===== src/bffa_pkg.sv =====
// Shared constants for the bitmap first-fit block allocator.
`default_nettype none
package bffa_pkg;

	localparam int WORD_BITS  = 8;
	localparam int WORD_SHIFT = 3;
	localparam int COUNT_W    = 11;
	localparam int START_W    = 10;
	localparam int IN_DATA_W  = 24;
	localparam int OUT_DATA_W = 16;

	typedef enum logic {
		OP_ALLOC = 1'b0,
		OP_FREE  = 1'b1
	} op_t;

	typedef enum logic {
		STAT_DONE    = 1'b0,
		STAT_NOSPACE = 1'b1
	} status_t;

	typedef enum logic [2:0] {
		ST_CLEAR,
		ST_IDLE,
		ST_SCAN,
		ST_MARK,
		ST_RESP
	} state_t;

endpackage
`default_nettype wire


===== src/bffa_map_ram.sv =====
// Usage map storage: one write port, one registered read port.
`default_nettype none
module bffa_map_ram import bffa_pkg::*; #(
	parameter int WORDS = 128,
	parameter int AW    = 7
) (
	input  wire logic                 clk,
	input  wire logic                 we,
	input  wire logic [AW-1:0]        waddr,
	input  wire logic [WORD_BITS-1:0] wdata,
	input  wire logic                 re,
	input  wire logic [AW-1:0]        raddr,
	output logic      [WORD_BITS-1:0] rdata
);

	logic [WORD_BITS-1:0] mem [WORDS];

	always_ff @(posedge clk) begin
		if (we) begin
			mem[waddr] <= wdata;
		end
	end

	always_ff @(posedge clk) begin
		if (re) begin
			rdata <= mem[raddr];
		end
	end

endmodule
`default_nettype wire


===== src/bffa_scan.sv =====
// First-fit run search over one map word per cycle.
`default_nettype none
module bffa_scan import bffa_pkg::*; #(
	parameter int MEMORY_BLOCKS = 1024,
	parameter int AW            = 7,
	parameter int PW            = 11
) (
	input  wire logic                 clk,
	input  wire logic                 arst_n,
	input  wire logic                 init,
	input  wire logic                 word_valid,
	input  wire logic [AW-1:0]        word_addr,
	input  wire logic [WORD_BITS-1:0] word_data,
	input  wire logic [COUNT_W-1:0]   count,
	output logic                      hit,
	output logic      [PW-1:0]        hit_start
);

	localparam int SW = PW + 1;

	logic [PW-1:0] run_start_q;
	logic [PW-1:0] rs;
	logic [PW-1:0] pos;
	logic [SW-1:0] need;
	logic          used;

	// run start is the block after the last used one; a run ends at pos when
	// pos + 1 == run start + count
	always_comb begin
		rs        = run_start_q;
		hit       = 1'b0;
		hit_start = '0;
		need      = '0;
		pos       = '0;
		used      = 1'b0;
		for (int j = 0; j < WORD_BITS; j++) begin
			pos  = {1'b0, word_addr, WORD_SHIFT'(j)};
			used = word_data[j] || (pos >= PW'(MEMORY_BLOCKS));
			need = SW'(rs) + SW'(count);
			if (!used && !hit && (SW'(pos) + SW'(1) == need)) begin
				hit       = word_valid;
				hit_start = rs;
			end
			if (used) begin
				rs = pos + PW'(1);
			end
		end
	end

	always_ff @(posedge clk or negedge arst_n) begin
		if (!arst_n) begin
			run_start_q <= '0;
		end else if (init) begin
			run_start_q <= '0;
		end else if (word_valid) begin
			run_start_q <= rs;
		end
	end

endmodule
`default_nettype wire


===== src/bitmap_first_fit_allocator_unit.sv =====
// Bitmap first-fit allocator top level: control, range update and output register.
// After reset a clearing pass writes every map word and no item is taken until it ends.
// An allocate scans map words up to the hit (W words) and then marks R words; a failed
// allocate scans every word; a free marks R words; zero or oversized allocate and empty
// free go straight to the result. One map word is read per cycle.
// The next item can be taken in the cycle after the result enters its register.
`default_nettype none
module bitmap_first_fit_allocator_unit import bffa_pkg::*; #(
	parameter int MEMORY_BLOCKS = 1024
) (
	input  wire logic                  clk,
	input  wire logic                  arst_n,
	input  wire logic                  s_axis_tvalid,
	output logic                       s_axis_tready,
	// block_count [10:0], start_block [20:11], zero pad
	input  wire logic [IN_DATA_W-1:0]  s_axis_tdata,
	// mode [0]
	input  wire logic [0:0]            s_axis_tuser,
	output logic                       m_axis_tvalid,
	input  wire logic                  m_axis_tready,
	// found_start [9:0], zero pad
	output logic      [OUT_DATA_W-1:0] m_axis_tdata,
	// status [0]
	output logic      [0:0]            m_axis_tuser
);

	localparam int NW = (MEMORY_BLOCKS + WORD_BITS - 1) / WORD_BITS;
	localparam int AW = $clog2(NW);
	localparam int PW = AW + WORD_SHIFT + 1;
	localparam int XW = (PW > 12) ? PW : 12;

	state_t state_q, state_d;

	logic [AW-1:0]        addr_q;
	logic                 issue_q;
	logic                 rd_valid_s1;
	logic [AW-1:0]        addr_s1;
	logic                 op_q;
	logic [COUNT_W-1:0]   count_q;
	logic [PW-1:0]        lo_q, hi_q;
	logic [AW-1:0]        last_q;
	logic                 rstat_q;
	logic [START_W-1:0]   rfound_q;
	logic                 out_valid_q;
	logic                 out_stat_q;
	logic [START_W-1:0]   out_found_q;

	logic                 accept;
	logic                 in_mode;
	logic [COUNT_W-1:0]   in_count;
	logic [START_W-1:0]   in_start;
	logic [PW-1:0]        in_pos;
	logic [XW-1:0]        in_end;
	logic [XW-1:0]        in_end_clip;
	logic [XW-1:0]        hit_end;
	logic                 alloc_zero, alloc_big, free_none;
	logic                 re, we;
	logic [AW-1:0]        waddr;
	logic [WORD_BITS-1:0] wdata, rdata, mask;
	logic [PW-1:0]        pos;
	logic                 hit;
	logic [PW-1:0]        hit_start;
	logic                 scan_miss, mark_done, resp_go;

	assign in_mode  = s_axis_tuser[0];
	assign in_count = s_axis_tdata[COUNT_W-1:0];
	assign in_start = s_axis_tdata[COUNT_W+START_W-1:COUNT_W];
	assign in_pos   = PW'(in_start);
	assign accept   = s_axis_tvalid && s_axis_tready;

	assign in_end      = XW'(in_start) + XW'(in_count);
	assign in_end_clip = (in_end > XW'(MEMORY_BLOCKS)) ? XW'(MEMORY_BLOCKS) : in_end;
	assign hit_end     = XW'(hit_start) + XW'(count_q);
	assign alloc_zero  = (in_count == '0);
	assign alloc_big   = XW'(in_count) > XW'(MEMORY_BLOCKS);
	assign free_none   = (in_count == '0) || (XW'(in_start) >= XW'(MEMORY_BLOCKS));

	assign scan_miss = (state_q == ST_SCAN) && rd_valid_s1 && !hit
	                   && (addr_s1 == AW'(NW - 1));
	assign mark_done = (state_q == ST_MARK) && rd_valid_s1 && (addr_s1 == last_q);
	assign resp_go   = (state_q == ST_RESP) && (!out_valid_q || m_axis_tready);

	bffa_map_ram #(
		.WORDS (NW),
		.AW    (AW)
	) u_ram (
		.clk   (clk),
		.we    (we),
		.waddr (waddr),
		.wdata (wdata),
		.re    (re),
		.raddr (addr_q),
		.rdata (rdata)
	);

	bffa_scan #(
		.MEMORY_BLOCKS (MEMORY_BLOCKS),
		.AW            (AW),
		.PW            (PW)
	) u_scan (
		.clk        (clk),
		.arst_n     (arst_n),
		.init       (accept),
		.word_valid (rd_valid_s1 && (state_q == ST_SCAN)),
		.word_addr  (addr_s1),
		.word_data  (rdata),
		.count      (count_q),
		.hit        (hit),
		.hit_start  (hit_start)
	);

	// bits of the word being rewritten that fall in [lo, hi)
	always_comb begin
		mask = '0;
		pos  = '0;
		for (int j = 0; j < WORD_BITS; j++) begin
			pos     = {1'b0, addr_s1, WORD_SHIFT'(j)};
			mask[j] = (pos >= lo_q) && (pos < hi_q);
		end
	end

	// next state
	always_comb begin
		state_d = state_q;
		unique case (state_q)
			ST_CLEAR: begin
				if (addr_q == AW'(NW - 1)) state_d = ST_IDLE;
			end
			ST_IDLE: begin
				if (accept) begin
					if (in_mode == OP_FREE) begin
						state_d = free_none ? ST_RESP : ST_MARK;
					end else begin
						state_d = (alloc_zero || alloc_big) ? ST_RESP : ST_SCAN;
					end
				end
			end
			ST_SCAN: begin
				if (hit) state_d = ST_MARK;
				else if (scan_miss) state_d = ST_RESP;
			end
			ST_MARK: begin
				if (mark_done) state_d = ST_RESP;
			end
			ST_RESP: begin
				if (resp_go) state_d = ST_IDLE;
			end
			default: state_d = ST_CLEAR;
		endcase
	end

	// memory port control
	always_comb begin
		s_axis_tready = (state_q == ST_IDLE);
		re            = 1'b0;
		we            = 1'b0;
		waddr         = addr_s1;
		wdata         = (op_q == OP_FREE) ? (rdata & ~mask) : (rdata | mask);
		unique case (state_q)
			ST_CLEAR: begin
				we    = 1'b1;
				waddr = addr_q;
				wdata = '0;
			end
			ST_SCAN:  re = issue_q && !hit;
			ST_MARK: begin
				re = issue_q;
				we = rd_valid_s1;
			end
			default: ;
		endcase
	end

	always_ff @(posedge clk or negedge arst_n) begin
		if (!arst_n) begin
			state_q     <= ST_CLEAR;
			addr_q      <= '0;
			issue_q     <= 1'b0;
			rd_valid_s1 <= 1'b0;
			out_valid_q <= 1'b0;
		end else begin
			state_q     <= state_d;
			rd_valid_s1 <= re;
			if (state_q == ST_CLEAR) begin
				addr_q <= addr_q + AW'(1);
			end else if (accept) begin
				addr_q  <= (in_mode == OP_FREE) ? in_pos[AW+WORD_SHIFT-1:WORD_SHIFT] : '0;
				issue_q <= 1'b1;
			end else if ((state_q == ST_SCAN) && hit) begin
				addr_q  <= hit_start[AW+WORD_SHIFT-1:WORD_SHIFT];
				issue_q <= 1'b1;
			end else if (re) begin
				addr_q <= addr_q + AW'(1);
				if (((state_q == ST_SCAN) && (addr_q == AW'(NW - 1)))
				    || ((state_q == ST_MARK) && (addr_q == last_q))) begin
					issue_q <= 1'b0;
				end
			end
			if (resp_go) begin
				out_valid_q <= 1'b1;
			end else if (m_axis_tready) begin
				out_valid_q <= 1'b0;
			end
		end
	end

	// item payload and range bounds
	always_ff @(posedge clk) begin
		addr_s1 <= addr_q;
		if (accept) begin
			op_q     <= in_mode;
			count_q  <= in_count;
			rstat_q  <= (in_mode == OP_ALLOC && alloc_big) ? STAT_NOSPACE : STAT_DONE;
			rfound_q <= '0;
			lo_q     <= in_pos;
			hi_q     <= PW'(in_end_clip);
			last_q   <= AW'((in_end_clip - XW'(1)) >> WORD_SHIFT);
		end else if ((state_q == ST_SCAN) && hit) begin
			lo_q     <= hit_start;
			hi_q     <= PW'(hit_end);
			last_q   <= AW'((hit_end - XW'(1)) >> WORD_SHIFT);
			rfound_q <= START_W'(hit_start);
		end else if (scan_miss) begin
			rstat_q <= STAT_NOSPACE;
		end
		if (resp_go) begin
			out_stat_q  <= rstat_q;
			out_found_q <= rfound_q;
		end
	end

	assign m_axis_tvalid = out_valid_q;
	assign m_axis_tdata  = {{(OUT_DATA_W-START_W){1'b0}}, out_found_q};
	assign m_axis_tuser  = out_stat_q;

endmodule
`default_nettype wire

===== config.mk =====
export PLATFORM = sky130hd
export DESIGN_NAME = bitmap_first_fit_allocator_unit
export DESIGN_NICKNAME = d
export VERILOG_FILES = /design/src/bffa_pkg.sv /design/src/bffa_map_ram.sv /design/src/bffa_scan.sv /design/src/bitmap_first_fit_allocator_unit.sv
export SDC_FILE = /design/constraint.sdc
export NUM_CORES = 2
export LEC_CHECK = 0
export ABC_AREA = 1
export BUFFER_PORTS_ARGS = -buffer_cell sky130_fd_sc_hd__buf_2
export CORE_ASPECT_RATIO = 1.2
export CORE_MARGIN = 2
export CORE_UTILIZATION = 44
export CTS_CLUSTER_SIZE = 14
export DETAILED_ROUTE_END_ITERATION = 12
export PLACE_DENSITY_LB_ADDON = 0.08
export SLEW_MARGIN = 20
export SYNTH_ARGS = -nofsm -noshare
export SYNTH_HDL_FRONTEND = slang
export SYNTH_HIERARCHICAL = 1
export SYNTH_SLANG_ARGS = --single-unit

===== constraint.sdc =====
create_clock -name clk -period 9.9 [get_ports clk]
set_input_delay 1.98 -clock clk [delete_from_list [all_inputs] [get_ports clk]]
set_output_delay 1.98 -clock clk [all_outputs]
set_load 0.005 [all_outputs]

==> reports/metrics.cfg <==
[cts]
clockBufferDepth = 3
cts_buffers = 113
cts.sinks = 1126
cts_tree = built
clockRootBuffer = clkbuf_16
path_clk_slew_ps = 60
postCtsSetupBuffers = 0
cts_resized = 0
cts.htree.levels = 3
clkLatencyLatePin_ps = 730
cts-hold-fix-buffers = 0

[drt]
wl_mm = 163.6
met2_length_mm = 81.00
dr.first_iter.drc_count = 3375
wl_per_cell_um = 22.17
topRoutingLayerUsed = met4
ant_nets = 0
dr.pass1.iters = 8
wl_met3_mm = 8.589
via_per_inst = 5.407
vias = 39898
met1_length_mm = 66.94
drcViolationCount = 0

[worst_setup_path]
reg2reg_depth = 46
cp_common_cell = nand2_1
cp_slowest_cell = edfxtp_1
rr_startpoint = u_ram/rdata[0]
crit_path_max_fanout = 23
path_depth = 46
endpoint_kind = flop
r2r_setup_slack_ps = 1790
cp_data_arrival_time_ps = 8590
cpPeakStageDelay_ps = 870
crit_path_end = last_q[6]
start_kind = flop
critPathBufInv = 5
cp_top_family = simple AND/OR/NAND/NOR gates
crit_path_start = u_ram/rdata[0]
cp_data_required_time_ps = 10380
critical_path_class = reg -> reg
r2r_end = last_q[6]

[logic_synthesis]
ys_warn_count = 6
synth_edf_count = 1084
syn-instance-count = 5688
ys_seq_area_frac = 0.6070
syn_area_um2 = 55210
synth-main-ff-cell = edfxtp_1
syn-mean-instance-area_um2 = 9.706
ys_seq_elements = 1126
async_flop_share = 0.02131
synth.distinct_cells = 65

[final_layout]
n_antenna_cell = 0
area_delta_synth_final_pct = 8.712
drive_above_1_share = 0.05871
final_common_cell = nand2_1
nets = 5800
seq_area_um2 = 33520
layout_common_cells = 1896 x nand2_1, 1097 x nand3_1, 1084 x edfxtp_1
fin_cells = 7379
multi_input_area_um2 = 18820
fill_cells = 11778

[grt]
grt_overflow = 0
antenna_found_initial = 0
track_usage = 0.2517
grt_max_degree = 181
grt_pass1_wl_mm = 241.0
grt_pass1_vias = 37654

[sta]
fin_setup_tns_ps = 0
rsz0062_at_grt = no
finClkSkew_ps = 32.57
hold_viol = 0
setup_viol = 0
fmax_ghz = 0.1233
hold_ws_ps = 424.1
relSlewSlack = 0.2866
final_max_slew_viol_count = 0
finalCriticalPeriod_ps = 8110
fin_crit_sh = 0.8192
worst_pin_slew_ps = 1069

[floorplan]
std_cell_rows = 142
core-area_um2 = 124700
start_util = 0.4426
die_w_um = 327.4
die_h_um = 392.0
die-area_um2 = 128300
ios = 48

[flow_run]
max_cap_violations = 0

[power]
ir_drop_v = 0.0003099
p_leak_uw = 0.02339
power_uw = 20500
power_density_nw_per_um2 = 341.7

[placement]
port_buffers = 38
place.gp.congestion = 0.9374
dp_cells = 7175
dp_hpwl_mm = 100.2

[run_status]
status = finished, final reports clean

[worst_hold_path]
hold_class = reg -> reg

==> cell usage after synthesis, types with 36 or more instances <==
library cell | instances | area share
o21ai_0 | 137 | 0.012
xor2_1 | 40 | 0.0063
nand2_1 | 1900 | 0.13
inv_1 | 345 | 0.023
buf_4 | 52 | 0.0071
ha_1 | 126 | 0.029
edfxtp_1 | 1084 | 0.59
xnor2_1 | 36 | 0.0057
nand4_1 | 42 | 0.0048
nand3_1 | 1097 | 0.099
a21oi_1 | 91 | 0.0082
clkbuf_1 | 56 | 0.0038
nor2_1 | 287 | 0.020
buf_2 | 127 | 0.012
==> layer usage <==
| metal | vias up | global-route usage |
|---|---|---|
| met5 | - | 0 |
| met1 | 19114 | 0.3198 |
| met3 | 288 | 0.02690 |
| met4 | 0 | 0.1086 |
| li1 | 19314 | - |
| met2 | 1182 | 0.4359 |
==> cell type report <==
type / count / share of cell area
Sequential cell: 1126 / 0.5586
Clock buffer: 144 / 0.05010
Clock inverter: 59 / 0.007568
Tap cell: 1656 / 0.03452
Multi-Input combinational cell: 3928 / 0.3136
Inverter: 358 / 0.02287
Timing Repair Buffer: 108 / 0.01274
==> worst reg2reg max path: cells and delay by family (launching register included) <==
kind	cells	cell delay, ps
simple gates	26	3080
compound gates	12	2540
flops	1	870
fa+ha+maj	2	870
buf+inv	5	380
xor+xnor	1	160
==> sequential cells by signal (all words and copies together) (netlist names) <==
register,flops
u_ram/mem,1024
count_q,11
hi_q,11
lo_q,11
u_scan/run_start_q,11
out_found_q,10
rfound_q,10
u_ram/rdata,8
addr_q,7
addr_s1,7
last_q,7
state_q,3
issue_q,1
m_axis_tuser,1
m_axis_tvalid,1
op_q,1
rd_valid_s1,1
rstat_q,1
==> per-stage QoR <==
step / worst slack [ps] / area [um^2] / utilization
2_1_floorplan: 1560 / 55230 / -
3_3_place_gp: 1944 / 56520 / 0.4532
3_5_place_dp: 1911 / 56520 / 0.4532
4_1_cts: 1908 / 59990 / 0.4809
5_1_grt: 816.3 / 60020 / 0.4812
6_report: 1790 / 60020 / 0.4812
==> worst min-delay path by stage <==
| stage | from | endpoint | slack [ps] | cells past startpoint |
|---|---|---|---|---|
| floorplan | rstat_q | m_axis_tuser | 400 | 0 |
| global placement | rstat_q | m_axis_tuser | 410 | 0 |
| detailed placement | rstat_q | m_axis_tuser | 410 | 0 |
| CTS | rstat_q | m_axis_tuser | 430 | 0 |
| global route | rfound_q[9] | out_found_q[9] | 450 | 0 |
| finish | rstat_q | m_axis_tuser | 420 | 0 |
==> cells by family (layout without fill, tap and decap cells) <==
kind of cell | after synthesis | in the layout | synth area share
flip-flops | 1126 | 1126 | 0.6070
adder cells (fa/ha/maj) | 136 | 136 | 0.03218
XOR/XNOR | 76 | 76 | 0.01206
buffers and inverters | 639 | 669 | 0.05442
AND/OR/NAND/NOR | 3420 | 3420 | 0.2649
AO/OA/AOI/OAI | 289 | 289 | 0.02915
other | 1 | 6 | 0.00006793
multiplexers | 1 | 1 | 0.0001813
==> power breakdown <==
group          internal [uW]  switching, uW  leakage (uW)
clock network           2270           1820       0.00168
logic                   2330           6980        0.0114
registers               6810            301        0.0103
Power figures use the tool's default switching activity.
